===== config.mk =====
export PLATFORM = sky130hd
export DESIGN_NAME = sgsm_mul
export DESIGN_NICKNAME = d
export VERILOG_FILES = /design/src/sv/sgsm_pkg.sv /design/src/sv/sgsm_mul.sv
export SDC_FILE = /design/constraint.sdc
export NUM_CORES = 2
export LEC_CHECK = 0
export ABC_AREA = 0
export CAP_MARGIN = 15
export CORE_ASPECT_RATIO = 1.2
export CORE_MARGIN = 1
export CORE_UTILIZATION = 35
export DETAILED_ROUTE_END_ITERATION = 12
export DONT_BUFFER_PORTS = 1
export SLEW_MARGIN = 40
export SYNTH_ARGS = -nofsm -noshare
export SYNTH_HDL_FRONTEND = slang
export SYNTH_SLANG_ARGS = --single-unit

===== constraint.sdc =====
create_clock -name clk -period 7.8 [get_ports clk]
set_input_delay 1.56 -clock clk [delete_from_list [all_inputs] [get_ports clk]]
set_output_delay 1.56 -clock clk [all_outputs]
set_load 0.05 [all_outputs]

===== src/sv/sgsm_pkg.sv =====
`timescale 1ns / 1ps
// ----------------------------------------------------------------------------
// sgsm_pkg
// Shared widths, register indexes and unit request types of the shear
// modulus preparation block.
// ----------------------------------------------------------------------------
package sgsm_pkg;

  localparam int VALUE_BITS      = 14;
  localparam int RATIO_FRAC_BITS = 40;
  localparam int RATIO_BITS      = 32;
  localparam int MOD_BITS        = 42;
  localparam int BUOY_BITS       = 32;
  localparam int WIDTH_REG_BITS  = 14;
  localparam int IDX_BITS        = 20;
  localparam int MAX_WIDTH_DEF   = 1024;

  // Shared multiplier: 44 x 44 bits as four 22 x 22 partial products.
  localparam int MUL_BITS  = 44;
  localparam int MUL_HALF  = MUL_BITS / 2;
  localparam int PROD_BITS = 2 * MUL_BITS;

  // Shared divider: restoring, one quotient bit per cycle.
  localparam int DIV_REM_BITS = 44;
  localparam int DIV_LOW_BITS = 48;
  localparam int DIV_CNT_BITS = 6;

  localparam int BY_SHIFT = 56 - RATIO_FRAC_BITS;

  typedef enum logic [1:0] {
    REG_GRID_WIDTH     = 2'd0,
    REG_STEP_RATIO     = 2'd1,
    REG_VELOCITY_LIMIT = 2'd2,
    REG_NONE           = 2'd3
  } reg_index_t;

  typedef struct packed {
    logic                start;
    logic [MUL_BITS-1:0] a;
    logic [MUL_BITS-1:0] b;
  } mul_req_t;

  typedef struct packed {
    logic                    start;
    logic [DIV_REM_BITS-1:0] rem0;
    logic [DIV_LOW_BITS-1:0] low;
    logic [DIV_REM_BITS-1:0] den;
    logic [DIV_CNT_BITS-1:0] count;
  } div_req_t;

endpackage


===== src/sv/sgsm_mul.sv =====
`timescale 1ns / 1ps
// ----------------------------------------------------------------------------
// sgsm_mul
// Shared 44 x 44 multiplier built from four registered 22 x 22 products.
// ----------------------------------------------------------------------------
module sgsm_mul (
  input  logic                      clk,
  input  logic                      rst,
  input  sgsm_pkg::mul_req_t        req,
  output logic [sgsm_pkg::PROD_BITS-1:0] prod,
  output logic                      done
);
  import sgsm_pkg::*;

  logic                  active;
  logic [2:0]            step;
  logic [MUL_BITS-1:0]   a_r, b_r;
  logic [MUL_BITS-1:0]   pp;
  logic [1:0]            pp_sh;
  logic [PROD_BITS-1:0]  pp_shifted;
  logic [MUL_HALF-1:0]   a_part, b_part;

  assign a_part = step[1] ? a_r[MUL_BITS-1:MUL_HALF] : a_r[MUL_HALF-1:0];
  assign b_part = step[0] ? b_r[MUL_BITS-1:MUL_HALF] : b_r[MUL_HALF-1:0];

  always_comb begin
    unique case (pp_sh)
      2'd0:    pp_shifted = PROD_BITS'(pp);
      2'd1:    pp_shifted = PROD_BITS'(pp) << MUL_HALF;
      2'd2:    pp_shifted = PROD_BITS'(pp) << (2 * MUL_HALF);
      default: pp_shifted = '0;
    endcase
  end

  always_ff @(posedge clk) begin
    if (rst) begin
      active <= 1'b0;
      done   <= 1'b0;
      step   <= '0;
    end else begin
      done <= 1'b0;
      if (req.start) begin
        active <= 1'b1;
        step   <= '0;
        a_r    <= req.a;
        b_r    <= req.b;
        prod   <= '0;
      end else if (active) begin
        if (step != 3'd4) begin
          pp    <= a_part * b_part;
          pp_sh <= 2'(step[1]) + 2'(step[0]);
        end
        if (step != 3'd0) prod <= prod + pp_shifted;
        if (step == 3'd4) begin
          active <= 1'b0;
          done   <= 1'b1;
        end
        step <= step + 3'd1;
      end
    end
  end
endmodule


* Word-level counts from Yosys, hierarchy flattened *
Cells that the tools add are included.

cells by class
  mux-type cells = 9
  eq/ne operators = 4
  reductions and logical operators = 9
  add/subtract/negate cells = 3
  bitwise gates (word level) = 3
  multipliers = 1

operator list
  operator                                                               number
  88-bit one-hot mux with 3 select lines                                 1
  88-bit two-way mux                                                     2
  88-bit adder                                                           1
  22-bit by 22-bit multiplier with 44-bit output                         1
  22-bit two-way mux                                                     2
  1-bit two-way mux                                                      4
  4-bit AND reduction                                                    1
  2-bit nonzero test                                                     2
  3-bit by 1-bit adder with 3-bit output, second input constant          1
  3-bit equality test, second input constant                             1
  3-bit != test, second input constant                                   1
  1-bit inverter                                                         3
  3-bit AND reduction                                                    1
  3-bit nonzero test                                                     1
  3-bit OR reduction                                                     1
  1-bit by 1-bit adder with 2-bit output                                 1
  2-bit by 1-bit equality test with 1-bit output, second input constant  1
  2-bit equality test, second input constant                             1
  2-bit zero test                                                        1
  2-bit AND reduction                                                    1
  2-bit OR reduction                                                     1

storage, ports and cells
  output and inout bits = 89
  flip-flop bits (word level) = 227
  logic and storage cells = 37

* Longest topological paths before layout *
  depth after elaboration = 5
  mapped depth = 28
  mapped depth without buffers = 24

* Worst setup path after synthesis *
OpenSTA, ideal clock, no wires.

  path kind = register -> register
  start = register step[1]
  end = register pp[41] (data pin)
  period minus slack after synthesis = 7953 ps
  library setup time = 259 ps
  data required time = 7541 ps
  stages on the path, launching flop included = 27
  path buffers = 4
  arrival = 7694 ps
  path slack = -153 ps
  cell sequence = dfxtp_1 -> clkbuf_1 -> buf_1 -> buf_1 -> mux2_2 -> nand2_1 -> fa_1 -> fa_1 -> fa_1 -> inv_1 -> fa_1 -> inv_1 -> fa_1 -> inv_1 -> fa_1 -> fa_1 -> ha_1 -> clkbuf_1 -> a21oi_1 -> o21ai_0 -> a311o_1 -> a2111oi_2 -> o31ai_1 -> a41o_1 -> a21boi_1 -> nor4bb_1 -> a211o_1

on the way
  cells in the longest elaborated chain, start to end = 2

ends and longest elaborated chain
  what                                            line            text
  start: declaration                              sgsm_mul.sv:16  logic [2:0] step;
  start signal: assignment                        sgsm_mul.sv:58  step <= step + 3'd1;
  22-bit two-way mux                              sgsm_mul.sv:23  assign a_part = step[1] ? a_r[MUL_BITS-1:MUL_HALF] : a_r[MUL_HALF-1:0];
  22-bit by 22-bit multiplier with 44-bit output  sgsm_mul.sv:50  pp <= a_part * b_part;
  end signal: assignment                          sgsm_mul.sv:50
  end: declaration                                sgsm_mul.sv:18  logic [MUL_BITS-1:0] pp;

No other way between the ends.
A chain may end at the register's enable or synchronous reset.

* Worst setup path after layout *
  start = register step[1]
  end = register pp[37] (data pin)

The elaborated chain is that of the path after synthesis.

==> flow_metrics.py <==
metrics = {
    "run_status": {
        "run_status": "complete, no violations",
    },
    "worst_setup_path": {
        "worstPathArrival_ps": 7880,
        "worst_path_max_delay_cell": "sky130_fd_sc_hd__fa_1",
        "timing_worst_setup_path_type": "reg2reg",
        "worst_path_largest_cell_delay_ps": 540,
        "crit_path_cell_trace": "buf_12 > buf_6 > mux2i_1 > buf_4 > nor2_1 > fa_1 > inv_1 > fa_1 > fa_1 > inv_1 > fa_1 > fa_1 > fa_1 > fa_1 > ha_1 > a21oi_1 > o21ai_0 > a311o_1 > a2111oi_4 > o31ai_2 > a41o_1 > a221o_1 > a21oi_1 > xnor2_1",
        "worst_ep_required_time_ps": 8140,
        "crit-reg2reg-launch": "step[1]",
        "setup.reg_to_reg.worst_slack_ps": 260,
        "worst-path-max-fanout": 26,
        "timing.critical_path.to_type": "flop",
        "cp_dominant_cell_by_count": "sky130_fd_sc_hd__fa_1",
        "type_of_origin_of_the_critical_path": "flop",
        "critical_path_launch_point": "step[1]",
    },
    "timing": {
        "report.final.setup_viol": 0,
        "slew-limit-headroom_pct": 47.5,
        "post-route-period-util_pct": 96.7,
        "rsz0062_at_grt": "false",
        "final.min_clock_period_ps": 7540,
        "setup_slack_ps": 257,
        "worst_clock_skew_ps": 33.3,
        "hold_viol": 0,
        "setup_tns_ps": 0,
        "maxSlewViolCount": 0,
        "fmax_mhz": 133,
        "tightestPinTransition_ps": 786,
    },
    "logic_synthesis": {
        "synth_xor_xnor_area_share_pct": 2.96,
        "synth_flop_cell": "sky130_fd_sc_hd__edfxtp_1",
        "post_synth.cell_area_avg_um2": 9.31,
        "yosys_register_bits": 227,
        "synth_top_cell_by_area": "sky130_fd_sc_hd__fa_1",
        "post_synth_edffs": 222,
        "synth_nets": 3976,
        "synth_compound_area_share_pct": 10.7,
        "synth-warning-count": 0,
        "synth_mux_area_share_pct": 4.04,
        "syn_area_um2": 30100,
        "synth_simple_gate_area_share_pct": 15.8,
        "synth.top_cells.by_area": "sky130_fd_sc_hd__fa_1, sky130_fd_sc_hd__edfxtp_1, sky130_fd_sc_hd__ha_1, sky130_fd_sc_hd__inv_1, sky130_fd_sc_hd__nor2_1",
        "yosysSeqAreaShare_pct": 22.5,
        "synth-adder-area-share_pct": 36.7,
        "synthCells": 3239,
        "post-synth-top-area-fraction_pct": 26.4,
        "combinational_family_with_the_most_area_after_synthesis": "adder cells",
        "synth.distinct_cells": 81,
        "synth-async-reset-ratio_pct": 0,
    },
    "die": {
        "core_um2": 85100,
        "dieHeight_um": 323,
        "placementRows": 117,
        "fp.dieArea_um2": 87300,
        "floorplan.initialDensity_pct": 35.4,
        "floorplan.die.width_um": 270,
        "ios": 180,
    },
    "detailed_routing": {
        "totalWireLength_um": 97500,
        "drtPass1Iterations": 6,
        "detailroute.via_count": 23600,
        "vias_per_std_cell": 5.41,
        "drt-initial-drc-count": 1886,
        "post-route-drc-count": 0,
        "mean_routed_wirelength_per_cell_um": 22.4,
        "detail-route-antenna-nets": 0,
    },
    "clocking": {
        "cts.hold.buffers_added": 0,
        "htree_num_levels": 1,
        "cts.reportedPaths.clkPinSlew_ps": 60,
        "cts.root.buffer_cell": "sky130_fd_sc_hd__clkbuf_16",
        "cts.path.max_buffers": 3,
        "cts_made_buffers": 27,
        "clkSinkCount": 227,
        "clock_tree_from_tritoncts": "yes",
        "worst_skew_pair_latency_ps": 600,
    },
    "layout": {
        "mostFrequentLayoutCell": "sky130_fd_sc_hd__inv_1",
        "final_core_util_pct": 38.6,
        "layout.nets": 3944,
        "layout-area-overhead-vs-synth_pct": 9.07,
        "mostFrequentLayoutCells": "sky130_fd_sc_hd__inv_1, sky130_fd_sc_hd__nor2_1, sky130_fd_sc_hd__fa_1",
        "layout_cell_share_with_drive_strength_beyond_1_pct": 7.03,
        "insertedDiodeCount": 0,
    },
    "global_routing": {
        "grt_overflow": 0,
        "grt.total_usage_pct": 22.1,
        "number_of_antenna_violations_at_the_first_check_in_global_routing": 0,
        "grt_first_pass_wirelength_um": 146000,
        "largest_net_degree_at_the_start_of_global_routing": 110,
        "grt_pass1_vias": 23900,
    },
    "min_path": {
        "hp-class": "reg2reg",
        "holdCritStartpoint": "step[2]",
    },
    "placement": {
        "portBuffers": 0,
        "dp.final_hpwl_um": 81200,
        "worst_slack_placed_ps": 43.1,
        "gp_congestion": 0.994,
    },
    "job": {
        "drv.max_cap_violation_count": 0,
    },
}
[flip-flops by register name, indices dropped and copies added (netlist names)]
| name | cells |
|---|---|
| pp | 44 |
| active | 1 |
| step | 3 |
| done | 1 |
| prod | 88 |
| pp_sh | 2 |
| b_r | 44 |
| a_r | 44 |
[through the flow]
stage               hold WS [ps]  area (um2)  instances
global placement             540       31800       4307
detailed placement           550       31900       4307
global route                 604       32900       4358
finish                       559       32900       4358
CTS                          556       32800       4357
floorplan                    486       30100       3239
[worst max-delay path, delay by kind of cell, from the launching register on]
family | cells | cell delay [ps]
AO/OA/AOI/OAI | 8 | 2080
XOR/XNOR | 1 | 80
adder cells (fa/ha/maj) | 8 | 3560
buffers and inverters | 5 | 760
flip-flops | 1 | 350
multiplexers | 1 | 390
AND/OR/NAND/NOR | 1 | 70
[area by class of cell]
class / count / area, um2
Inverter: 425 / 1600
Multi-Input combinational cell: 2431 / 21300
Timing Repair Buffer: 95 / 898
Fill cell: 8450 / 52200
Clock inverter: 17 / 228
Clock buffer: 33 / 708
Tap cell: 1130 / 1410
Sequential cell: 227 / 6770
[kinds of logic (layout without fill, tap and decap cells)]
| kind of cell | after synthesis | after routing |
|---|---|---|
| XOR/XNOR | 102 | 102 |
| AO/OA/AOI/OAI | 495 | 495 |
| flip-flops | 227 | 227 |
| multiplexers | 115 | 115 |
| buffers and inverters | 581 | 570 |
| adder cells (fa/ha/maj) | 646 | 646 |
| AND/OR/NAND/NOR | 1073 | 1073 |
[routing by layer]
| layer | global-route usage, % | part of all wire, % | up-vias |
|---|---|---|---|
| li1 | - | - | 10700 |
| met1 | 27.0 | 39 | 11600 |
| met2 | 38.2 | 48 | 1039 |
| met3 | 3.44 | 7.3 | 249 |
| met4 | 10.4 | 5.8 | 0 |
| met5 | 0 | 0 | - |
[timing repair]
| action | 4_1_cts | 5_1_grt |
|---|---|---|
| gates resized for setup | 0 | 14 |
| buffers inserted | 0 | 1 |
| setup endpoints to repair | 0 | 4 |
| hold endpoints to repair | 0 | 0 |
[Yosys cell counts (all sizes together), types with 65 or more instances]
cell type,instances
inv,425
nor2,409
fa,398
nand2,356
ha,248
edfxtp,222
a21oi,164
clkbuf,140
o21ai,81
xnor2,72
and2,66
mux2i,65
[final timing paths]
path	to	cells after the start
worst max-delay path	pp[37]	24
worst min-delay path	done	2
worst max register to register	pp[37]	24
worst min register to register	done	2
Power is not shown: default switching activity piles up to over one toggle a cycle in this logic, so the estimate is an artifact.
