--- config.mk ---
export PLATFORM = sky130hd
export DESIGN_NAME = sgsm_div
export DESIGN_NICKNAME = d
export VERILOG_FILES = /design/src/sv/sgsm_pkg.sv /design/src/sv/sgsm_div.sv
export SDC_FILE = /design/constraint.sdc
export NUM_CORES = 1
export LEC_CHECK = 0
export BUFFER_PORTS_ARGS = -buffer_cell sky130_fd_sc_hd__buf_4
export CAP_MARGIN = 20
export CORE_ASPECT_RATIO = 1.75
export CORE_MARGIN = 2
export CORE_UTILIZATION = 30
export CTS_BUF_LIST = sky130_fd_sc_hd__clkbuf_4 sky130_fd_sc_hd__clkbuf_8
export DETAILED_ROUTE_END_ITERATION = 10
export MAX_ROUTING_LAYER = met4
export PLACE_DENSITY = 0.5
export SLEW_MARGIN = 20
export SYNTH_ARGS = -nofsm -noshare
export SYNTH_HDL_FRONTEND = slang
export SYNTH_SLANG_ARGS = --single-unit
--- constraint.sdc ---
create_clock -name clk -period 18.72 [get_ports clk]
set_clock_uncertainty 0.2 [all_clocks]
set_input_delay 0.936 -clock clk [delete_from_list [all_inputs] [get_ports clk]]
set_output_delay 0.936 -clock clk [all_outputs]
set_load 0.03 [all_outputs]
--- src/sv/sgsm_pkg.sv ---
`timescale 1ns / 1ps
// ----------------------------------------------------------------------------
// sgsm_pkg
// Shared widths, register indexes and unit request types of the shear
// modulus preparation block.
// ----------------------------------------------------------------------------
package sgsm_pkg;

  localparam int VALUE_BITS      = 14;
  localparam int RATIO_FRAC_BITS = 40;
  localparam int RATIO_BITS      = 32;
  localparam int MOD_BITS        = 42;
  localparam int BUOY_BITS       = 32;
  localparam int WIDTH_REG_BITS  = 14;
  localparam int IDX_BITS        = 20;
  localparam int MAX_WIDTH_DEF   = 1024;

  // Shared multiplier: 44 x 44 bits as four 22 x 22 partial products.
  localparam int MUL_BITS  = 44;
  localparam int MUL_HALF  = MUL_BITS / 2;
  localparam int PROD_BITS = 2 * MUL_BITS;

  // Shared divider: restoring, one quotient bit per cycle.
  localparam int DIV_REM_BITS = 44;
  localparam int DIV_LOW_BITS = 48;
  localparam int DIV_CNT_BITS = 6;

  localparam int BY_SHIFT = 56 - RATIO_FRAC_BITS;

  typedef enum logic [1:0] {
    REG_GRID_WIDTH     = 2'd0,
    REG_STEP_RATIO     = 2'd1,
    REG_VELOCITY_LIMIT = 2'd2,
    REG_NONE           = 2'd3
  } reg_index_t;

  typedef struct packed {
    logic                start;
    logic [MUL_BITS-1:0] a;
    logic [MUL_BITS-1:0] b;
  } mul_req_t;

  typedef struct packed {
    logic                    start;
    logic [DIV_REM_BITS-1:0] rem0;
    logic [DIV_LOW_BITS-1:0] low;
    logic [DIV_REM_BITS-1:0] den;
    logic [DIV_CNT_BITS-1:0] count;
  } div_req_t;

endpackage

--- src/sv/sgsm_div.sv ---
`timescale 1ns / 1ps
// ----------------------------------------------------------------------------
// sgsm_div
// Shared restoring divider, one quotient bit per cycle, with a preloaded
// partial remainder so short quotients need few iterations.
// ----------------------------------------------------------------------------
module sgsm_div (
  input  logic                             clk,
  input  logic                             rst,
  input  sgsm_pkg::div_req_t               req,
  output logic [sgsm_pkg::DIV_LOW_BITS-1:0] quo,
  output logic [sgsm_pkg::DIV_REM_BITS-1:0] rem,
  output logic                             busy,
  output logic                             done
);
  import sgsm_pkg::*;

  logic [DIV_LOW_BITS-1:0] low;
  logic [DIV_REM_BITS-1:0] den;
  logic [DIV_CNT_BITS-1:0] cnt;
  logic [DIV_REM_BITS:0]   trial;
  logic [DIV_REM_BITS:0]   diff;
  logic                    ge;

  assign trial = {rem, low[DIV_LOW_BITS-1]};
  assign ge    = trial >= {1'b0, den};
  assign diff  = trial - {1'b0, den};

  always_ff @(posedge clk) begin
    if (rst) begin
      busy <= 1'b0;
      done <= 1'b0;
      cnt  <= '0;
    end else begin
      done <= 1'b0;
      if (req.start) begin
        busy <= 1'b1;
        rem  <= req.rem0;
        low  <= req.low;
        den  <= req.den;
        cnt  <= req.count;
        quo  <= '0;
      end else if (busy) begin
        rem <= ge ? diff[DIV_REM_BITS-1:0] : trial[DIV_REM_BITS-1:0];
        quo <= {quo[DIV_LOW_BITS-2:0], ge};
        low <= low << 1;
        cnt <= cnt - DIV_CNT_BITS'(1);
        if (cnt == DIV_CNT_BITS'(1)) begin
          busy <= 1'b0;
          done <= 1'b1;
        end
      end
    end
  end
endmodule

**After elaboration in Yosys (flattened, before gate mapping)**

Cells that the tools add are included.

- $lt $le $gt $ge: 1
- Eq/ne operators: 1
- $add $sub $neg: 2
- Reduce and logical (&&, ||, !) cells: 4
- Bitwise logic cells: 2
- Muxes and demuxes: 12

Operators by type and width:

| kind | count |
|---|---|
| 48-bit two-way mux | 3 |
| 44-bit two-way mux | 3 |
| 45-bit by 44-bit greater-or-equal comparator with 1-bit output | 1 |
| 44-bit subtractor | 1 |
| 6-bit two-way mux | 2 |
| 6-bit by 1-bit equality test with 1-bit output, second input constant | 1 |
| 6-bit by 1-bit subtractor with 6-bit output, second input constant | 1 |
| 1-bit two-way mux | 4 |
| 2-bit AND reduction | 2 |
| 3-bit OR reduction | 1 |
| 1-bit inverter | 2 |
| 2-bit nonzero test | 1 |

- Logic and storage cells: 29
- Register bits after elaboration: 192

**Logic depth before layout (Yosys ltp)**

Gate-level depths: netlist of the first run.

- Word-level depth: 4
- Depth in mapped cells: 15

**Worst setup path before layout of the first run**

OpenSTA, ideal clock, no wires.

- Kind: input to register
- Start: input port req[142] (netlist bit)
- End: register low[0], enable pin
- Cell stages on the path: 5
- Path slack: 10.286 ns
- Path buffers: 3
- Arrival: 7.593 ns
- Path through: clkbuf_1 > clkbuf_1 > clkbuf_1 > nor2_1 > nor2_1

- Word-level cells in the longest chain between the ends: 2

Ends and longest elaborated chain:

| what | line | source |
|---|---|---|
| start, declared | sgsm_div.sv:10 | `input sgsm_pkg::div_req_t req,` |
| 2-bit nonzero test (no source line) | n/a |  |
| 2-bit AND reduction (no source line) | n/a |  |
| end signal, assigned | sgsm_div.sv:39 | `low <= req.low;` |
| end signal, assigned | sgsm_div.sv:46 | `low <= low << 1;` |
| end, declared | sgsm_div.sv:18 | `logic [DIV_LOW_BITS-1:0] low;` |

No other way between the ends.
A chain may end at the register's enable or synchronous reset.

**Final worst setup path of the first run**

- Start: register rem[0] (netlist bit)
- End: register rem[3] (netlist bit), data pin

- Word-level cells in the longest chain between the ends: 4

Ends and longest elaborated chain:

| what | line | source |
|---|---|---|
| start, declared | sgsm_div.sv:12 | `output logic [sgsm_pkg::DIV_REM_BITS-1:0] rem,` |
| start signal, assigned | sgsm_div.sv:38 | `rem <= req.rem0;` |
| start signal, assigned | sgsm_div.sv:44 | `rem <= ge ? diff[DIV_REM_BITS-1:0] : trial[DIV_REM_BITS-1:0];` |
| 44-bit subtractor or 45-bit by 44-bit greater-or-equal comparator with 1-bit output (tied branches) | sgsm_div.sv:27, sgsm_div.sv:26 |  |
| 44-bit two-way mux (*) | sgsm_div.sv:44 |  |
| 44-bit two-way mux (*) | sgsm_div.sv:43 | `end else if (busy) begin` |
| 44-bit two-way mux (*) | sgsm_div.sv:36 | `if (req.start) begin` |

Mark *: on every way between the ends. The rest lies on a longest branch, timed or not. The select of a mux whose other input is x is not followed.

==> impl_metrics.tcl, run 1 <==
set metrics [dict create \
    layout-drive-gt1-share 0.350 \
    clock_sinks 192 \
    start_util 0.304 \
    seq_area_um2 5690 \
    tightest_slew_ns 1.09 \
    critical-path-slowest-cell "or2_2" \
    drt_iter0_markers 406 \
    fin_area_um2 13300 \
    cts_max_level 4 \
    finalHoldViolCount 0 \
    cp_data_required_time_ns 18.78 \
    min_path_type "register to register" \
    cp-start-kind "register" \
    yosysMostFrequentCell "edfxtp_1" \
    cts.clk_slew.worst_paths_ns 0.11 \
    vias 7585 \
    grt_max_degree 100 \
    yosysTopAreaCellShare 0.519 \
    path_max_fanout 26 \
    grt_use_total 0.166 \
    cts_tree "yes" \
    end_kind "register" \
    syn_avg_cell_area_um2 12.1 \
    die_area_um2 37100 \
    worstSetupPathType "register to register" \
    met3_usage 0.0423 \
    p_leak_uw 0.00538 \
    max_stage_delay_ns 0.57 \
    slew_headroom 0.273 \
    cts_buffer_depth 2 \
    p_per_area_nw_per_um2 90.7 \
    clk_latency_ns 0.50 \
    drt.antenna.violating_nets 0 \
    rows 91 \
    max_freq_ghz 0.222 \
    synth_area_um2 10600 \
    ir_drop_uv 44.5 \
    met1_usage 0.169 \
    slew_violations 0 \
    cts-hold-fix-buffers 0 \
    globalRouteMet2Util 0.309 \
    ys.warnings.count 0 \
    synth_cell_type_count 57 \
    cpLargestDelayFamily "compound AO/OA/AOI/OAI gates" \
    core_area_um2 35100 \
    setup_tns_ns 0 \
    crit_path_cell_trace "ha_1 > nor2b_1 > o2111ai_1 > a211oi_1 > o2111a_2 > o2111ai_4 > a211oi_2 > or2_2 > buf_4 > mux2_2 > mux2_2" \
    cts_buffers 17 \
    min_period_ns 4.51 \
    viasPerCell 4.79 \
    outcome "finished, final reports clean" \
    port_buffers 238 \
    io_pins 239 \
    syn2layout_area_growth_pct 25.0 \
    dieHeight_um 253 \
    synthCells 880 \
    drtPass1Iterations 4 \
    fin_util 0.379 \
    ys_ff_latch 192 \
    antenna_found_initial 5 \
    overflow 0 \
    cts_root_buf "clkbuf_8" \
    crit_top_cell "mux2_2" \
    rsz0062_at_grt "no" \
    cap_violations 0 \
    critPathBufInv 1 \
    grt_pass1_wl_mm 45.6 \
    yosysTopAreaCell "edfxtp_1" \
    nets 1294 \
    grt-busiest-layer "met2" \
    ys_top_cells_by_area "edfxtp_1 52%, mux2_2 8.4%, ha_1 5.4%" \
    cts_setup_buffers 0 \
    synth_ff_type "edfxtp_1" \
    nFillCells 3595 \
    drc 0 \
    crit_arrival_ns 4.57 \
    cts_resized 0 \
    synthArstFlopShare 0 \
    dpl.hpwl_mm 22.2 \
    final-setup-viol-count 0 \
    ys_seq_area_frac 0.534 \
    post-route-period-util 0.241 \
    grt_pass1_vias 8063 \
    dpl-instance-area_um2 12900 \
    synthTopCellsByCount "184 x edfxtp_1, 79 x mux2_2, 63 x a21oi_1" \
    die_w_um 146 \
    synth_fp_nets 1072 \
    totalWireLength_mm 29.6 \
    globalplace.congestion 0.875 \
    synth_edf_count 184 \
    multiInputGateArea_um2 4540 \
    wl_per_cell_um 18.7 \
]
area by class of cell:
cell class | count | area share
antenna | 5 | 0.000941
clock buffer | 18 | 0.0182
clock inverter | 14 | 0.0146
inverter | 57 | 0.0161
multi-input combinational | 590 | 0.341
sequential | 192 | 0.427
tap | 465 | 0.0437
timing repair buffer | 244 | 0.138
logic make-up (layout without fill, tap and decap cells):
| group | count (synthesis) | after routing | share of synthesized area |
|---|---|---|---|
| buffers and inverters | 98 | 333 | 0.0411 |
| DFF | 192 | 192 | 0.534 |
| xor gates and xnor gates | 42 | 42 | 0.0346 |
| adders and majority gates | 47 | 47 | 0.0560 |
| and+or+nand+nor | 223 | 223 | 0.112 |
| muxes | 100 | 100 | 0.113 |
| AOI/OAI and AO/OA | 178 | 178 | 0.110 |
| other | 0 | 5 | 0 |
per-stage QoR:
stage | total power, uW | cells | hold WS (ns) | setup slack, ns
2_1_floorplan | 808 | 880 | 0.323 | 10.29
3_3_place_gp | 914 | 1548 | 0.330 | 14.31
3_5_place_dp | 916 | 1548 | 0.335 | 14.20
4_1_cts | 1230 | 1580 | 0.353 | 14.17
5_1_grt | 1270 | 1585 | 0.347 | 13.90
6_report | 1210 | 1585 | 0.358 | 14.21
path summary, 6_finish.rpt:
path / from / endpoint / slack (ns) / depth (start not counted)
setup / recovery: rem[0] / rem[3] / 14.21 / 11
hold / removal: low[3] / low[4] / 0.36 / 1
setup reg to reg: rem[0] / rem[3] / 14.21 / 11
hold reg to reg: low[3] / low[4] / 0.36 / 1
state kept, by name, summed over array words and instances (netlist names):
name,flops
low,48
quo,48
den,44
rem,44
cnt,6
busy,1
done,1
cell usage in the layout (no fill, tap or decap), types with 3 or more instances in the layout:
| master | synthesis | final |
|---|---|---|
| and4_1 | 3 | 3 |
| clkinv_8 | 0 | 3 |
| nor4_1 | 7 | 7 |
| a31oi_1 | 7 | 7 |
| and2_1 | 3 | 3 |
| mux2_4 | 20 | 20 |
| buf_4 | 0 | 243 |
| nor4b_1 | 5 | 5 |
| inv_6 | 0 | 3 |
| nor2b_1 | 60 | 59 |
| and3_1 | 4 | 4 |
| a221oi_1 | 3 | 3 |
| inv_1 | 57 | 57 |
| xor2_1 | 14 | 14 |
| xnor2_1 | 28 | 28 |
| nor2_1 | 45 | 44 |
| o21ai_0 | 29 | 29 |
| nor3_1 | 15 | 15 |
| or2_2 | 5 | 6 |
| diode_2 | 0 | 5 |
| inv_8 | 0 | 3 |
| nand4_1 | 12 | 12 |
| o21bai_1 | 6 | 6 |
| nor3b_1 | 7 | 7 |
| a221o_1 | 8 | 8 |
| dfxtp_1 | 8 | 8 |
| nand2_1 | 43 | 43 |
| o31ai_1 | 5 | 5 |
| edfxtp_1 | 184 | 184 |
| nand3_1 | 7 | 7 |
| a21oi_1 | 63 | 63 |
| a211oi_1 | 7 | 7 |
| clkbuf_8 | 0 | 17 |
| ha_1 | 46 | 46 |
| mux2_2 | 79 | 79 |
| o22ai_1 | 4 | 4 |
| a21o_1 | 27 | 27 |
where the power goes:
part | switching, uW | leakage, uW | internal (uW) | total [uW]
clock | 176 | 0.000216 | 128 | 304
sequential | 19.2 | 0.00183 | 515 | 535
combinational | 200 | 0.00334 | 168 | 368
worst register-to-register path, stage by stage, from the launching register on:
cell and delay, ns:
edfxtp_1 0.47, ha_1 0.32, nor2b_1 0.18, o2111ai_1 0.20, a211oi_1 0.34, o2111a_2 0.29, o2111ai_4 0.15, a211oi_2 0.40
or2_2 0.57, buf_4 0.49, mux2_2 0.41, mux2_2 0.25
per-layer routing:
layer | vias to the layer above | share of wire
li1 | 3699 | -
met1 | 3690 | 0.37
met2 | 167 | 0.56
met3 | 29 | 0.046
met4 | 0 | 0.021
met5 | - | 0
No activity file was read; power rests on OpenSTA's default activity.
==> run 2, diff against run 1 <==
clock period = 4.65 ns   (was 18.72 ns; I/O delays follow)
==> run 2 against run 1 <==
Net effect:
- first-iteration DRC count shrank 28%
- maximum frequency up 8.2%
- largest cell class unchanged
- count of clock-buffer cells in the layout is 1 lower
==> impl_metrics.tcl, run 2 (synthesis results as in run 1) <==
set metrics [dict create \
    dpl.hpwl_mm 22.2 \
    max_stage_delay_ns 0.47 \
    wl_per_cell_um 17.5 \
    antenna_found_initial 9 \
    grt_pass1_vias 8647 \
    cp-start-kind "register" \
    cts.clk_slew.worst_paths_ns 0.11 \
    p_sw_uw 1630 \
    layout-drive-gt1-share 0.311 \
    slew_violations 0 \
    crit_arrival_ns 4.22 \
    final_common_cell "buf_4" \
    critPathBufInv 1 \
    port_buffers 238 \
    finalHoldViolCount 0 \
    worstSetupPathType "register to register" \
    tightest_slew_ns 0.842 \
    fin_area_um2 14800 \
    ir_drop_uv 176 \
    syn2layout_area_growth_pct 39.3 \
    final-setup-viol-count 0 \
    drc 0 \
    cts_buffers 17 \
    crit_path_cell_trace "ha_1 > nor2b_1 > o2111ai_1 > a211oi_1 > o2111a_2 > o2111ai_4 > a211oi_2 > or2_2 > buf_4 > mux2_2 > mux2_2" \
    power.internal_uw 3290 \
    min_path_type "input port to register" \
    start_util 0.304 \
    p_per_area_nw_per_um2 332 \
    end_kind "register" \
    cts_root_buf "clkbuf_8" \
    nets 1449 \
    vias 8158 \
    die_w_um 146 \
    place_inst 1554 \
    cap_violations 0 \
    min_period_ns 4.17 \
    dieHeight_um 253 \
    cpLargestDelayFamily "compound AO/OA/AOI/OAI gates" \
    top_regs "low: 48 flops, quo: 48 flops" \
    io_pins 239 \
    path_max_fanout 12 \
    timing.final.ws_setup_ns 0.482 \
    post-route-period-util 0.896 \
    rsz0062_at_grt "no" \
    drt.antenna.violating_nets 0 \
    clock_sinks 192 \
    max_freq_ghz 0.240 \
    outcome "finished, final reports clean" \
    cts_max_level 4 \
    fin_cells 1744 \
    core_area_um2 35100 \
    setup_tns_ns 0 \
    grt_use_total 0.170 \
    drt_iter0_markers 294 \
    final_cell_mix "248 x buf_4, 184 x edfxtp_1, 149 x dlygate4sd3_1" \
    critical-path-slowest-cell "edfxtp_1" \
    clk_latency_ns 0.51 \
    cts_setup_buffers 0 \
    grt_pass1_wl_mm 47.3 \
    grt_max_degree 95 \
    p_leak_uw 0.00603 \
    overflow 0 \
    slew_headroom 0.439 \
    cts_tree "yes" \
    seq_power_share 0.437 \
    rows 91 \
    post-place-ws_ns 0.485 \
    combPwrFrac 0.325 \
    viasPerCell 4.68 \
    clkPwrFrac 0.238 \
    cp_data_required_time_ns 4.70 \
    crit_top_cell "mux2_2" \
    dpl-instance-area_um2 12900 \
    totalWireLength_mm 30.5 \
    globalplace.congestion 0.862 \
    swShare 0.331 \
    drtPass1Iterations 4 \
    cts_buffer_depth 2 \
    die_area_um2 37100 \
]
==> run 2: changes by cell type in the layout (fill, tap and decap cells not counted) <==
cell / change
clkinv_2: +1
clkinv_1: +1
clkinv_4: +1
clkinvlp_4: -1
buf_4: +5
diode_2: +4
bufinv_16: -1
clkbuf_4: -1
dlygate4sd3_1: +149
buf_12: +1
==> run 2: per-stage QoR <==
step	hold slack (ns)	power, uW	utilization
floorplan	0.131	3240	-
global placement	0.212	3690	0.368
detailed placement	0.212	3700	0.368
CTS	0.190	5010	0.422
global route	0.208	5190	0.423
finish	0.228	4920	0.423
==> run 2: worst reg2reg max path: cells and delay by family (launching register included) <==
| family | cells | cell delay [ns] |
|---|---|---|
| flip-flops | 1 | 0.47 |
| adder cells (fa/ha/maj) | 1 | 0.33 |
| multiplexers | 2 | 0.62 |
| buffers and inverters | 1 | 0.31 |
| AND/OR/NAND/NOR | 2 | 0.60 |
| AO/OA/AOI/OAI | 5 | 1.40 |
==> run 2: cell type report <==
type / instances / area [um2]
fillers: 3437 / 20200
flip-flops and latches: 192 / 5690
multi-input cells: 590 / 4540
repair buffers: 399 / 3380
well taps: 465 / 582
clock buffers: 17 / 234
inverters: 57 / 214
clock inverters: 15 / 174
diodes: 9 / 22.5
==> run 2: worst paths after layout <==
kind                                from      to  slack [ns]  cells past startpoint
worst max-delay path              rem[0]  rem[3]        0.48                     11
worst max register to register    rem[0]  rem[3]        0.48                     11
worst min-delay path            req[142]  rem[2]        0.23                      2
worst min register to register    low[3]  low[4]        0.36                      1
==> run 2: power by group through the flow <==
stage	sequential, uW	combinational [uW]	clock [uW]
after CTS	2160	1620	1230
after floorplan	2310	931	0
after global placement	2190	1500	0
after detailed placement	2190	1500	0
final	2150	1600	1170
after global routing	2170	1740	1280
==> run 2: per-layer routing <==
| layer | routed length (um) | vias up | global-route usage | part of all wire |
|---|---|---|---|---|
| met2 | 16800 | 196 | 0.315 | 0.55 |
| met3 | 1150 | 40 | 0.0294 | 0.038 |
| li1 | - | 4009 | - | - |
| met5 | 0 | - | - | 0 |
| met1 | 11700 | 3913 | 0.181 | 0.38 |
| met4 | 815 | 0 | 0.0632 | 0.027 |
==> run 2: repair_timing <==
action,4_1_cts,5_1_grt
hold buffers,149,0
resized for setup,0,0
hold endpoints to repair,144,0
==> run 3, diff against run 2 <==
clock period = 5.2 ns   (was 4.65 ns; I/O delays follow)
==> run 3 against run 2 <==
Net effect:
- worst setup slack gained 0.57 ns
- highest routed layer unchanged
- routed wire length grew 0.29%
- cell count shrank 0.57%
- critical path type unchanged
- core utilization shrank 0.24 points
- first-iteration DRC count grew 22%
- largest cell class unchanged
==> impl_metrics.tcl, run 3 (synthesis results as in run 1) <==
set metrics [dict create \
    vias 8166 \
    final_cell_mix "241 x buf_4, 184 x edfxtp_1, 147 x dlygate4sd3_1" \
    grt_pass1_wl_mm 47.3 \
    r2r-end "rem[36]" \
    antenna_found_initial 8 \
    grt_use_total 0.170 \
    drc 0 \
    final_common_cell "buf_4" \
    p_leak_uw 0.00599 \
    totalWireLength_mm 30.6 \
    die_w_um 146 \
    grt_pass1_vias 8750 \
    slew_violations 0 \
    tightest_slew_ns 0.996 \
    place_inst 1548 \
    io_pins 239 \
    rrSetupSlack_ns 1.05 \
    seq_area_um2 5690 \
    cts_buffers 17 \
    rsz0062_at_grt "no" \
    max_freq_ghz 0.241 \
    p_per_area_nw_per_um2 296 \
    start_util 0.304 \
    end_kind "register" \
    grt_max_degree 94 \
    crit_path_cell_trace "ha_1 > nor2b_1 > o2111ai_1 > a211oi_1 > o2111a_2 > o2111ai_4 > a211oi_2 > or2_2 > buf_12 > mux2_4 > mux2_2" \
    regToRegStartpoint "rem[0]" \
    cts.clk_slew.worst_paths_ns 0.11 \
    endpoint "rem[36]" \
    clock_sinks 192 \
    crit_arrival_ns 4.20 \
    setup_tns_ns 0 \
    port_buffers 238 \
    top_regs "low: 48 flops, quo: 48 flops" \
    multiInputGateArea_um2 4540 \
    slew_headroom 0.336 \
    worstSetupPathType "register to register" \
    path_max_fanout 31 \
    overflow 0 \
    outcome "finished, final reports clean" \
    layout-drive-gt1-share 0.308 \
    post-route-period-util 0.798 \
    min_period_ns 4.15 \
    die_area_um2 37100 \
    syn2layout_area_growth_pct 38.6 \
    drt.antenna.violating_nets 0 \
    cts_setup_buffers 0 \
    cp-start-kind "register" \
    min-delay-start "req[138]" \
    viasPerCell 4.71 \
    finalHoldViolCount 0 \
    ff2ff_path_depth 11 \
    core_area_um2 35100 \
    max_stage_delay_ns 0.48 \
    rows 91 \
    globalplace.congestion 0.851 \
    ir_drop_uv 166 \
    clk_latency_ns 0.50 \
    final-setup-viol-count 0 \
    cts_root_buf "clkbuf_8" \
    cp-startpoint "rem[0]" \
    drtPass1Iterations 7 \
    dieHeight_um 253 \
    cap_violations 0 \
    cp_data_required_time_ns 5.25 \
    wl_per_cell_um 17.6 \
    critical-path-slowest-cell "or2_2" \
    cts_buffer_depth 2 \
    cts_max_level 4 \
    drt_iter0_markers 359 \
    fin_cells 1734 \
    nets 1441 \
    cts_tree "yes" \
    dpl.hpwl_mm 22.5 \
    nFillCells 3485 \
    min_path_type "input port to register" \
]
-- run 3: layout make-up --
class,count,share of cell area
flip-flops and latches,192,0.385
multi-input cells,590,0.308
repair buffers,391,0.226
well taps,465,0.0394
clock buffers,17,0.0159
inverters,57,0.0145
clock inverters,14,0.00993
diodes,8,0.00136
-- run 3: through the flow --
stage	total power, uW	area [um2]	worst slack (ns)	util	hold slack, ns
after floorplan	2900	10700	1.36	-	0.159
after global routing	4610	14700	0.723	0.421	0.0282
after CTS	4440	14700	1.01	0.420	0.00524
final	4370	14700	1.05	0.421	0.0432
after detailed placement	3300	12900	1.05	0.367	0.240
after global placement	3300	12900	1.14	0.367	0.240
-- run 3: where the power goes --
part           switching (uW)  total [uW]  internal, uW
clock                     624        1020           396
combinational             744        1430           683
sequential               69.6        1920          1850
-- run 3: worst min-delay path by stage --
| stage | to | slack [ns] | cells past startpoint |
|---|---|---|---|
| 3_5_place_dp | den[14] | 0.24 | 1 |
| 6_report | rem[40] | 0.04 | 3 |
| 5_1_grt | rem[40] | 0.03 | 3 |
| 4_1_cts | rem[40] | 0.005 | 3 |
| 2_1_floorplan | den[0] | 0.16 | 0 |
| 3_3_place_gp | den[11] | 0.24 | 1 |
-- run 3: repair_timing --
item | 4_1_cts | 5_1_grt
resized for setup | 0 | 0
hold endpoints to repair | 142 | 0
hold buffers | 147 | 0
-- run 3: worst max-delay path: cells and delay by family, from the launching register on --
| kind | cells | cell delay [ns] |
|---|---|---|
| flip-flops | 1 | 0.47 |
| AND/OR/NAND/NOR | 2 | 0.65 |
| adder cells (fa/ha/maj) | 1 | 0.32 |
| buffers and inverters | 1 | 0.29 |
| multiplexers | 2 | 0.57 |
| AO/OA/AOI/OAI | 5 | 1.38 |
-- run 3: metal layers --
metal | vias up | wire (um) | global-route usage
li1 | 4001 | - | -
met1 | 3929 | 11700 | 0.174
met2 | 194 | 17100 | 0.322
met3 | 42 | 1060 | 0.0310
met4 | 0 | 765 | 0.0635
met5 | - | 0 | -
